**config.mk**
```make
export PLATFORM = sky130hd
export DESIGN_NAME = i2c_master_bit_engine
export DESIGN_NICKNAME = d
export VERILOG_FILES = /design/src/sv/i2c_mbe_pkg.sv /design/src/sv/i2c_mbe_core.sv /design/src/sv/i2c_mbe_outreg.sv /design/src/sv/i2c_master_bit_engine.sv
export VERILOG_INCLUDE_DIRS = /design/src /design/src/sv
export SDC_FILE = /design/constraint.sdc
export NUM_CORES = 1
export LEC_CHECK = 0
export ABC_AREA = 1
export BUFFER_PORTS_ARGS = -buffer_cell sky130_fd_sc_hd__buf_4
export CORE_ASPECT_RATIO = 1.5
export CORE_UTILIZATION = 40
export DETAILED_ROUTE_END_ITERATION = 10
export GPL_ROUTABILITY_DRIVEN = 0
export GPL_TIMING_DRIVEN = 0
export HOLD_SLACK_MARGIN = 0.03
export PLACE_DENSITY_LB_ADDON = 0.08
export REMOVE_ABC_BUFFERS = 1
export SLEW_MARGIN = 20
export SYNTH_ARGS = -nofsm -noshare
export SYNTH_HDL_FRONTEND = slang
export SYNTH_SLANG_ARGS = --single-unit
```
**constraint.sdc**
```tcl
create_clock -name clk -period 2.9 [get_ports clk]
set_clock_uncertainty 0.15 [all_clocks]
set_input_delay 0.435 -clock clk [delete_from_list [all_inputs] [get_ports clk]]
set_output_delay 0.435 -clock clk [all_outputs]
set_load 0.01 [all_outputs]
```
**src/sv/i2c_master_bit_engine_defines.svh**
```systemverilog
// Assertion macros for the I2C master bit engine.
`ifndef I2C_MASTER_BIT_ENGINE_DEFINES_SVH
`define I2C_MASTER_BIT_ENGINE_DEFINES_SVH

`ifndef SYNTH

// Antecedent true implies consequent true in the same cycle.
`define MBE_ASSERT_SAME(label, clk, rst, ante, cons) \
  label: assert property (@(posedge clk) disable iff (rst) (ante) |-> (cons)) \
    else $error("assertion failed");

// Antecedent true implies consequent true in the next cycle.
`define MBE_ASSERT_NEXT(label, clk, rst, ante, cons) \
  label: assert property (@(posedge clk) disable iff (rst) (ante) |=> (cons)) \
    else $error("assertion failed");

`else

`define MBE_ASSERT_SAME(label, clk, rst, ante, cons)
`define MBE_ASSERT_NEXT(label, clk, rst, ante, cons)

`endif

`endif

```
**src/sv/i2c_mbe_pkg.sv**
```systemverilog
// Types and constants shared by the I2C master bit engine modules.
package i2c_mbe_pkg;

  // Request codes
  localparam logic [2:0] REQ_TICK  = 3'd0;
  localparam logic [2:0] REQ_START = 3'd1;
  localparam logic [2:0] REQ_STOP  = 3'd2;
  localparam logic [2:0] REQ_WRITE = 3'd3;
  localparam logic [2:0] REQ_READ  = 3'd4;

  // Configuration register indexes
  localparam logic [1:0] CFG_START_HOLD  = 2'd0;
  localparam logic [1:0] CFG_BIT_PHASE   = 2'd1;
  localparam logic [1:0] CFG_SAMPLE_HOLD = 2'd2;
  localparam logic [1:0] CFG_ACK_POLL    = 2'd3;

  localparam logic [7:0] START_HOLD_RST  = 8'd4;
  localparam logic [7:0] BIT_PHASE_RST   = 8'd2;
  localparam logic [7:0] SAMPLE_HOLD_RST = 8'd1;
  localparam logic [7:0] ACK_POLL_RST    = 8'd250;

  localparam logic [3:0] BITS_PER_BYTE = 4'd8;

  typedef enum logic [4:0] {
    PH_IDLE  = 5'd0,
    PH_ST1   = 5'd1,
    PH_ST2   = 5'd2,
    PH_SP1   = 5'd3,
    PH_SP2   = 5'd4,
    PH_WSET  = 5'd5,
    PH_WHIGH = 5'd6,
    PH_WLOW  = 5'd7,
    PH_AREL  = 5'd8,
    PH_ASET  = 5'd9,
    PH_APOLL = 5'd10,
    PH_RLOW  = 5'd11,
    PH_RHIGH = 5'd12,
    PH_KLOW  = 5'd13,
    PH_KHIGH = 5'd14
  } phase_t;

  typedef struct packed {
    logic [7:0] start_hold_ticks;
    logic [7:0] bit_phase_ticks;
    logic [7:0] sample_hold_ticks;
    logic [7:0] ack_poll_limit;
  } cfg_t;

  typedef struct packed {
    logic       scl_level;
    logic       sda_level;
    logic       sda_driven;
    logic       busy_res;
    logic       done_res;
    logic [7:0] rx_byte;
    logic       ack_error;
    logic       cmd_ignored;
  } res_t;

endpackage

```
**src/sv/i2c_mbe_core.sv**
```systemverilog
// Bit sequencer: state registers and the one-tick next-state logic.
module i2c_mbe_core (
  input  logic              clk,
  input  logic              rst,
  input  logic              advance,
  input  i2c_mbe_pkg::cfg_t cfg,
  input  logic [2:0]        req_type,
  input  logic [7:0]        tx_byte,
  input  logic              send_ack,
  input  logic              sda_in,
  output i2c_mbe_pkg::res_t res
);
  import i2c_mbe_pkg::*;

  phase_t     phase, phase_next;
  logic [7:0] tick_count, tick_count_next;
  logic [3:0] bit_index, bit_index_next;
  logic [7:0] shift_reg, shift_reg_next;
  logic [7:0] poll_count, poll_count_next;
  logic       ack_choice, ack_choice_next;
  logic       scl_reg, scl_reg_next;
  logic       sda_reg, sda_reg_next;
  logic       sda_drive_reg, sda_drive_reg_next;
  logic [7:0] rx_reg, rx_reg_next;
  logic       timeout, timeout_next;

  logic       is_cmd;
  logic       elap;
  logic [7:0] tick_dec;
  logic [3:0] bit_inc;
  logic       more_bits;
  logic [7:0] shift_up;
  logic       poll_over;
  logic       done, err, ignored;

  assign is_cmd    = req_type inside {[REQ_START:REQ_READ]};
  assign elap      = (tick_count <= 8'd1);
  assign tick_dec  = elap ? 8'd0 : tick_count - 8'd1;
  assign bit_inc   = bit_index + 4'd1;
  assign more_bits = (bit_inc < BITS_PER_BYTE);
  assign shift_up  = {shift_reg[6:0], 1'b0};
  assign poll_over = (poll_count >= cfg.ack_poll_limit);

  // Next phase
  always_comb begin
    phase_next = phase;
    case (phase)
      PH_IDLE: begin
        if (is_cmd) begin
          case (req_type)
            REQ_START: phase_next = PH_ST1;
            REQ_STOP:  phase_next = PH_SP1;
            REQ_WRITE: phase_next = PH_WSET;
            default:   phase_next = PH_RLOW;
          endcase
        end
      end
      PH_ST1:   if (elap) phase_next = PH_ST2;
      PH_ST2:   if (elap) phase_next = PH_IDLE;
      PH_SP1:   if (elap) phase_next = PH_SP2;
      PH_SP2:   if (elap) phase_next = PH_IDLE;
      PH_WSET:  if (elap) phase_next = PH_WHIGH;
      PH_WHIGH: if (elap) phase_next = PH_WLOW;
      PH_WLOW:  if (elap) phase_next = more_bits ? PH_WSET : PH_AREL;
      PH_AREL:  if (elap) phase_next = PH_ASET;
      PH_ASET:  if (elap) phase_next = PH_APOLL;
      PH_APOLL: begin
        if (!sda_in) phase_next = PH_IDLE;
        else if (poll_over) phase_next = PH_SP1;
      end
      PH_RLOW:  if (elap) phase_next = PH_RHIGH;
      PH_RHIGH: if (elap) phase_next = more_bits ? PH_RLOW : PH_KLOW;
      PH_KLOW:  if (elap) phase_next = PH_KHIGH;
      PH_KHIGH: if (elap) phase_next = PH_IDLE;
      default:  phase_next = PH_IDLE;
    endcase
  end

  // Datapath, line levels and status
  always_comb begin
    tick_count_next    = tick_count;
    bit_index_next     = bit_index;
    shift_reg_next     = shift_reg;
    poll_count_next    = poll_count;
    ack_choice_next    = ack_choice;
    scl_reg_next       = scl_reg;
    sda_reg_next       = sda_reg;
    sda_drive_reg_next = sda_drive_reg;
    rx_reg_next        = rx_reg;
    timeout_next       = timeout;
    done               = 1'b0;
    err                = 1'b0;
    ignored            = 1'b0;
    if (phase == PH_IDLE) begin
      if (is_cmd) begin
        timeout_next = 1'b0;
        case (req_type)
          REQ_START: begin
            sda_drive_reg_next = 1'b1;
            sda_reg_next       = 1'b1;
            scl_reg_next       = 1'b1;
            tick_count_next    = cfg.start_hold_ticks;
          end
          REQ_STOP: begin
            sda_drive_reg_next = 1'b1;
            sda_reg_next       = 1'b0;
            scl_reg_next       = 1'b0;
            tick_count_next    = cfg.start_hold_ticks;
          end
          REQ_WRITE: begin
            sda_drive_reg_next = 1'b1;
            scl_reg_next       = 1'b0;
            shift_reg_next     = tx_byte;
            bit_index_next     = 4'd0;
            sda_reg_next       = tx_byte[7];
            tick_count_next    = cfg.bit_phase_ticks;
          end
          default: begin
            sda_drive_reg_next = 1'b0;
            ack_choice_next    = send_ack;
            shift_reg_next     = 8'd0;
            bit_index_next     = 4'd0;
            scl_reg_next       = 1'b0;
            tick_count_next    = cfg.bit_phase_ticks;
          end
        endcase
      end
    end else begin
      ignored = is_cmd;
      if (phase != PH_APOLL) tick_count_next = tick_dec;
      case (phase)
        PH_ST1: begin
          if (elap) begin
            sda_reg_next    = 1'b0;
            tick_count_next = cfg.start_hold_ticks;
          end
        end
        PH_ST2: begin
          if (elap) begin
            scl_reg_next = 1'b0;
            done         = 1'b1;
          end
        end
        PH_SP1: begin
          if (elap) begin
            scl_reg_next    = 1'b1;
            sda_reg_next    = 1'b1;
            tick_count_next = cfg.start_hold_ticks;
          end
        end
        PH_SP2: begin
          if (elap) begin
            done         = 1'b1;
            err          = timeout;
            timeout_next = 1'b0;
          end
        end
        PH_WSET: begin
          if (elap) begin
            scl_reg_next    = 1'b1;
            tick_count_next = cfg.bit_phase_ticks;
          end
        end
        PH_WHIGH: begin
          if (elap) begin
            scl_reg_next    = 1'b0;
            tick_count_next = cfg.bit_phase_ticks;
          end
        end
        PH_WLOW: begin
          if (elap) begin
            shift_reg_next = shift_up;
            bit_index_next = bit_inc;
            if (more_bits) begin
              sda_reg_next    = shift_up[7];
              tick_count_next = cfg.bit_phase_ticks;
            end else begin
              sda_drive_reg_next = 1'b0;
              sda_reg_next       = 1'b1;
              tick_count_next    = cfg.sample_hold_ticks;
            end
          end
        end
        PH_AREL: begin
          if (elap) begin
            scl_reg_next    = 1'b1;
            tick_count_next = cfg.sample_hold_ticks;
          end
        end
        PH_ASET: begin
          if (elap) poll_count_next = 8'd0;
        end
        PH_APOLL: begin
          if (!sda_in) begin
            scl_reg_next = 1'b0;
            done         = 1'b1;
          end else if (poll_over) begin
            // timeout: drive a stop, flag the error when it completes
            timeout_next       = 1'b1;
            sda_drive_reg_next = 1'b1;
            scl_reg_next       = 1'b0;
            sda_reg_next       = 1'b0;
            tick_count_next    = cfg.start_hold_ticks;
          end else begin
            poll_count_next = poll_count + 8'd1;
          end
        end
        PH_RLOW: begin
          if (elap) begin
            scl_reg_next    = 1'b1;
            shift_reg_next  = {shift_reg[6:0], sda_in};
            tick_count_next = cfg.sample_hold_ticks;
          end
        end
        PH_RHIGH: begin
          if (elap) begin
            bit_index_next  = bit_inc;
            scl_reg_next    = 1'b0;
            tick_count_next = cfg.bit_phase_ticks;
            if (!more_bits) begin
              rx_reg_next        = shift_reg;
              sda_drive_reg_next = 1'b1;
              sda_reg_next       = !ack_choice;
            end
          end
        end
        PH_KLOW: begin
          if (elap) begin
            scl_reg_next    = 1'b1;
            tick_count_next = cfg.bit_phase_ticks;
          end
        end
        PH_KHIGH: begin
          if (elap) begin
            scl_reg_next = 1'b0;
            done         = 1'b1;
          end
        end
        default: tick_count_next = tick_count;
      endcase
    end
  end

  always_comb begin
    res.scl_level   = scl_reg_next;
    res.sda_level   = sda_reg_next;
    res.sda_driven  = sda_drive_reg_next;
    res.busy_res    = (phase_next != PH_IDLE);
    res.done_res    = done;
    res.rx_byte     = rx_reg_next;
    res.ack_error   = err;
    res.cmd_ignored = ignored;
  end

  always_ff @(posedge clk) begin
    if (rst) begin
      phase         <= PH_IDLE;
      tick_count    <= 8'd0;
      bit_index     <= 4'd0;
      shift_reg     <= 8'd0;
      poll_count    <= 8'd0;
      ack_choice    <= 1'b0;
      scl_reg       <= 1'b1;
      sda_reg       <= 1'b1;
      sda_drive_reg <= 1'b1;
      rx_reg        <= 8'd0;
      timeout       <= 1'b0;
    end else if (advance) begin
      phase         <= phase_next;
      tick_count    <= tick_count_next;
      bit_index     <= bit_index_next;
      shift_reg     <= shift_reg_next;
      poll_count    <= poll_count_next;
      ack_choice    <= ack_choice_next;
      scl_reg       <= scl_reg_next;
      sda_reg       <= sda_reg_next;
      sda_drive_reg <= sda_drive_reg_next;
      rx_reg        <= rx_reg_next;
      timeout       <= timeout_next;
    end
  end

endmodule

```
**src/sv/i2c_mbe_outreg.sv**
```systemverilog
// Result register with valid/stall handshake toward the consumer.
module i2c_mbe_outreg (
  input  logic              clk,
  input  logic              rst,
  input  logic              load,
  input  i2c_mbe_pkg::res_t res_in,
  input  logic              out_stall,
  output logic              out_valid,
  output i2c_mbe_pkg::res_t res_out
);
  import i2c_mbe_pkg::*;

  always_ff @(posedge clk) begin
    if (rst) begin
      out_valid <= 1'b0;
    end else if (load) begin
      out_valid <= 1'b1;
    end else if (!out_stall) begin
      out_valid <= 1'b0;
    end
  end

  always_ff @(posedge clk) begin
    if (load) begin
      res_out <= res_in;
    end
  end

endmodule

```
**src/sv/i2c_master_bit_engine.sv**
```systemverilog
// I2C master bit engine top level: config registers, handshake, sequencer, result register.
`include "i2c_master_bit_engine_defines.svh"

// I2C master bit engine. Each input word is one timing tick carrying the sampled SDA level
// and an optional command (start, stop, write byte, read byte); each tick yields exactly one
// result word with the SCL/SDA levels, busy, done, received byte and status flags. The engine
// takes one tick per clock cycle unless in_stall is high: the whole step runs in one pass of
// combinational logic from the state registers into the result register, and the result
// appears in the cycle after the tick is taken. A new tick is taken while the previous result
// is drained in the same cycle; input stall is high only while a held result is itself stalled.
// Config writes on cfg_we: lengths apply from the next phase entry, the poll limit on each poll.
module i2c_master_bit_engine (
  input  logic       clk,
  input  logic       rst,
  input  logic       cfg_we,
  input  logic [1:0] cfg_index,
  input  logic [7:0] cfg_data,
  input  logic       in_valid,
  output logic       in_stall,
  input  logic [2:0] req_type,
  input  logic [7:0] tx_byte,
  input  logic       send_ack,
  input  logic       sda_in,
  output logic       out_valid,
  input  logic       out_stall,
  output logic       scl_level,
  output logic       sda_level,
  output logic       sda_driven,
  output logic       busy_res,
  output logic       done_res,
  output logic [7:0] rx_byte,
  output logic       ack_error,
  output logic       cmd_ignored
);
  import i2c_mbe_pkg::*;

  cfg_t cfg;
  res_t step_res;
  res_t held_res;
  logic accept;

  always_ff @(posedge clk) begin
    if (rst) begin
      cfg.start_hold_ticks  <= START_HOLD_RST;
      cfg.bit_phase_ticks   <= BIT_PHASE_RST;
      cfg.sample_hold_ticks <= SAMPLE_HOLD_RST;
      cfg.ack_poll_limit    <= ACK_POLL_RST;
    end else if (cfg_we) begin
      case (cfg_index)
        CFG_START_HOLD:  cfg.start_hold_ticks  <= cfg_data;
        CFG_BIT_PHASE:   cfg.bit_phase_ticks   <= cfg_data;
        CFG_SAMPLE_HOLD: cfg.sample_hold_ticks <= cfg_data;
        CFG_ACK_POLL:    cfg.ack_poll_limit    <= cfg_data;
        default:         cfg.ack_poll_limit    <= cfg.ack_poll_limit;
      endcase
    end
  end

  assign in_stall = out_valid && out_stall;
  assign accept   = in_valid && !in_stall;

  i2c_mbe_core u_core (
    .clk      (clk),
    .rst      (rst),
    .advance  (accept),
    .cfg      (cfg),
    .req_type (req_type),
    .tx_byte  (tx_byte),
    .send_ack (send_ack),
    .sda_in   (sda_in),
    .res      (step_res)
  );

  i2c_mbe_outreg u_outreg (
    .clk       (clk),
    .rst       (rst),
    .load      (accept),
    .res_in    (step_res),
    .out_stall (out_stall),
    .out_valid (out_valid),
    .res_out   (held_res)
  );

  assign scl_level   = held_res.scl_level;
  assign sda_level   = held_res.sda_level;
  assign sda_driven  = held_res.sda_driven;
  assign busy_res    = held_res.busy_res;
  assign done_res    = held_res.done_res;
  assign rx_byte     = held_res.rx_byte;
  assign ack_error   = held_res.ack_error;
  assign cmd_ignored = held_res.cmd_ignored;

  // a completed command leaves the engine idle
  `MBE_ASSERT_SAME(a_done_idle, clk, rst, out_valid && done_res, !busy_res)
  // ack error only reported on the completing word
  `MBE_ASSERT_SAME(a_err_done, clk, rst, out_valid && ack_error, done_res)
  // a taken tick always lands in the result register
  `MBE_ASSERT_NEXT(a_accept_out, clk, rst, accept, out_valid)
  // back-pressure only comes from a held result
  `MBE_ASSERT_SAME(a_stall_src, clk, rst, in_stall, out_valid)

endmodule

```
==> run metrics <==
RSZ-0062 raised after global routing=false; core area=between 0.01 and 0.015 mm2; Worst R2R Path Depth=9; adder-cell share of the synthesized area=0.0251; Distinct cells, synth=45; CTS tree=built; clock insertion delay at the later pin of the skew report=between 0.3 and 0.4 ns; Setup crit end=u_core.poll_count[2]; worst-path cell chain=inv_2 > nor2_2 > nand3_1 > nand2_1 > o21ai_0 > nand4_1 > buf_4 > o21ai_2 > nor3b_1; layout cells sized above 1=0.140; H-tree depth=3; Final Routed Wirelength=17.9 mm; Static Leak=3.09 nW; Final Setup Violations=0; max incr delay on CP=0.51 ns; Hold Worst Slack=~0.17 ns; top flop regs=cfg (32), u_outreg.res_out (15); DRT antenna net count=0; Nets=a little under 1000; largest family of logic cells by synthesized area=simple AND/OR/NAND/NOR gates; vias in the first global route=~5500; multiplexer share of the synthesized area=0; Wirelength per Cell=15.7 um; DR iter-0 viols=approximately 270; Max rail drop VDD=roughly 440 uV; Synth Instances=approximately 910; worst-case clock buffer depth=2; Vias=roughly 5900; Reg2Reg Capture Point=u_core.poll_count[2]; drt via density=between 5 and 6; Slowest-stage cell, CP=nand3_1; Cell Area, Placed=between 0.006 and 0.007 mm2; Final Hold Viols=0; CTS buffer count=9; TNS Setup=0 ns; clk slew on worst S/H paths=about 0.07 ns; total gr overflow=0; EDFF count, synth=15; global-route wire length before repair=28.3 mm; first-pass iteration count of the detailed router=4; total design power=4.53 mW; Hold Crit Class=in2reg; CP arrival=approximately 2.8 ns; worst-path maximum fanout=14; fin crit period=between 2 and 3 ns; initial antenna violation count=0; pwr/cell area=between 600 and 700 mW/mm2; Clock Root Buffer=clkbuf_16; YS warnings=0; Finished Cell Area=a little under 0.007 mm2; proportion of synthesized chip area in sequential cells=0.340; Biggest register=cfg; DP Worst Slack=-0.705 ns; Final Non-Filler Cells=1141; Simple-Gate Fraction of Synth Area=0.336; worst r2r src=u_core.phase[3]; # hold bufs at CTS=0; DRC viols=0; max-slew violation count=0; relative slew slack=0.458; fin util=0.468; Buffers on Ports=44; die width=102 um; hold path depth=3; outcome=completed; post-synthesis compound-gate area fraction=0.183; Worst Setup SP=u_core.phase[3]; IO Pins=45; Max Fclk=374 MHz; Cell Area, Synth=0.00597 mm2; final worst slack=approximately 0.23 ns; Synth Register Bits=between 90 and 100; Die Area=between 0.015 and 0.02 mm2; P&R area growth vs syn=14.3%; Cell Rows=54; largest net degree at the start of global routing=46; TritonCTS Sinks=94; MaxCap Viol Count=0; Worst Setup End Kind=flip-flop; diodes inserted=0; Avg Cell Area, Syn=approximately 6.6 um2; max reg flops=32; hpwl dp=around 13 mm; Initial Utilization=0.409; WS Path Type=reg2reg; async set or reset register ratio after synthesis=0; CP Data Required Time=between 3 and 4 ns; Most used DFF post-synth=dfxtp_1; gr usage total=0.245; dpl cells=between 1000 and 1500; crit start category=flip-flop; XOR/XNOR Fraction of Synth Area=0.0117; R2R Setup Slk=between 0.2 and 0.25 ns; Die Y=approximately 150 um; measured slew at the worst slew-check pin=just over 0.8 ns; Final Cycle Share=0.921
power breakdown:
group | internal, mW | switching, mW
combinational | 0.571 | 1.12
clock | 0.762 | 0.563
sequential | 1.44 | 0.0766
total | 2.77 | 1.76
layer usage:
metal / up-vias / global-route usage / part of all wire
met5: - / 0 / 0
met4: 0 / 0.128 / 0.038
met3: 39 / 0.0197 / 0.026
met2: 128 / 0.471 / 0.54
met1: 2700 / 0.260 / 0.39
li1: 3040 / - / -
Yosys cell counts (3+ instances only):
cell type  instances  area (um2)
nor3_1            11        55.1
nor2_4             4        45.0
nand3b_1           5        37.5
a21oi_1           66         330
ha_1              12         150
inv_2              9        33.8
edfxtp_1          15         450
inv_1            107         402
o21ai_1            5        25.0
o21ai_0           99         495
o211ai_1           4        30.0
a21oi_2            8        70.1
clkbuf_1          20        75.1
xor2_1             5        43.8
nand2_1          227         852
buf_4              6        45.0
o22ai_1            8        50.1
xnor2_1            3        26.3
buf_2              8        40.0
nand2_4            3        33.8
nor2_1            73         274
nand2_2            8        50.1
nand4_1           13        81.3
nor2_2            18         113
dfxtp_1           79        1580
nand3_1           72         360
cells in the final DEF, fill, tap and decap left out, types with 9 or more instances in the layout:
cell type  synthesis  routed
nor3_1            11      11
buf_4              6      50
ha_1              12      12
nor2_2            18      16
nand4_1           13      13
nand2_1          227     226
nand3_1           72      72
o21ai_0           99      99
inv_1            107     106
inv_2              9       9
edfxtp_1          15      15
clkbuf_16          0       9
dfxtp_1           79      77
nor2_1            73      73
a21oi_1           66      66
cell type report:
type                    instances  area (um2)
fillers                      1584        7760
multi-input cells             664        3350
flip-flops and latches         94        2030
inverters                     119         454
repair buffers                 52         423
well taps                     196         245
clock buffers                   9         225
clock inverters                 7        96.3
how the worst min path moves through the flow:
stage / end / slack, ns / from
5_1_grt: cfg[26] / 0.19 / cfg_data[2]
4_1_cts: cfg[6] / 0.17 / cfg_data[6]
2_1_floorplan: u_core.ack_choice / 0.28 / u_core.ack_choice
6_report: cfg[6] / 0.17 / cfg_data[6]
3_5_place_dp: u_core.timeout / 0.31 / u_core.timeout
3_3_place_gp: u_core.timeout / 0.30 / u_core.timeout
cells by family after synthesis:
logic type      after synthesis
simple gates                443
compound gates              200
buf+inv                     155
flops                        94
fa+ha+maj                    12
xor+xnor                      8
critical path: cells and delay by family, from the launching register on:
kind | cells | cell delay (ns)
compound gates | 2 | 0.22
flops | 1 | 0.46
buf+inv | 2 | 0.32
simple gates | 5 | 1.44
what timing repair did:
action / 4_1_cts / 5_1_grt
endpoints found under the setup margin: 48 / 39
setup buffers: 2 / 5
gates resized for setup: 5 / 6
pin swaps: 2 / 2
cloned: 1 / 0
endpoints found under the hold margin: 0 / 0
Note: power is estimated with default switching activity, not from simulation.
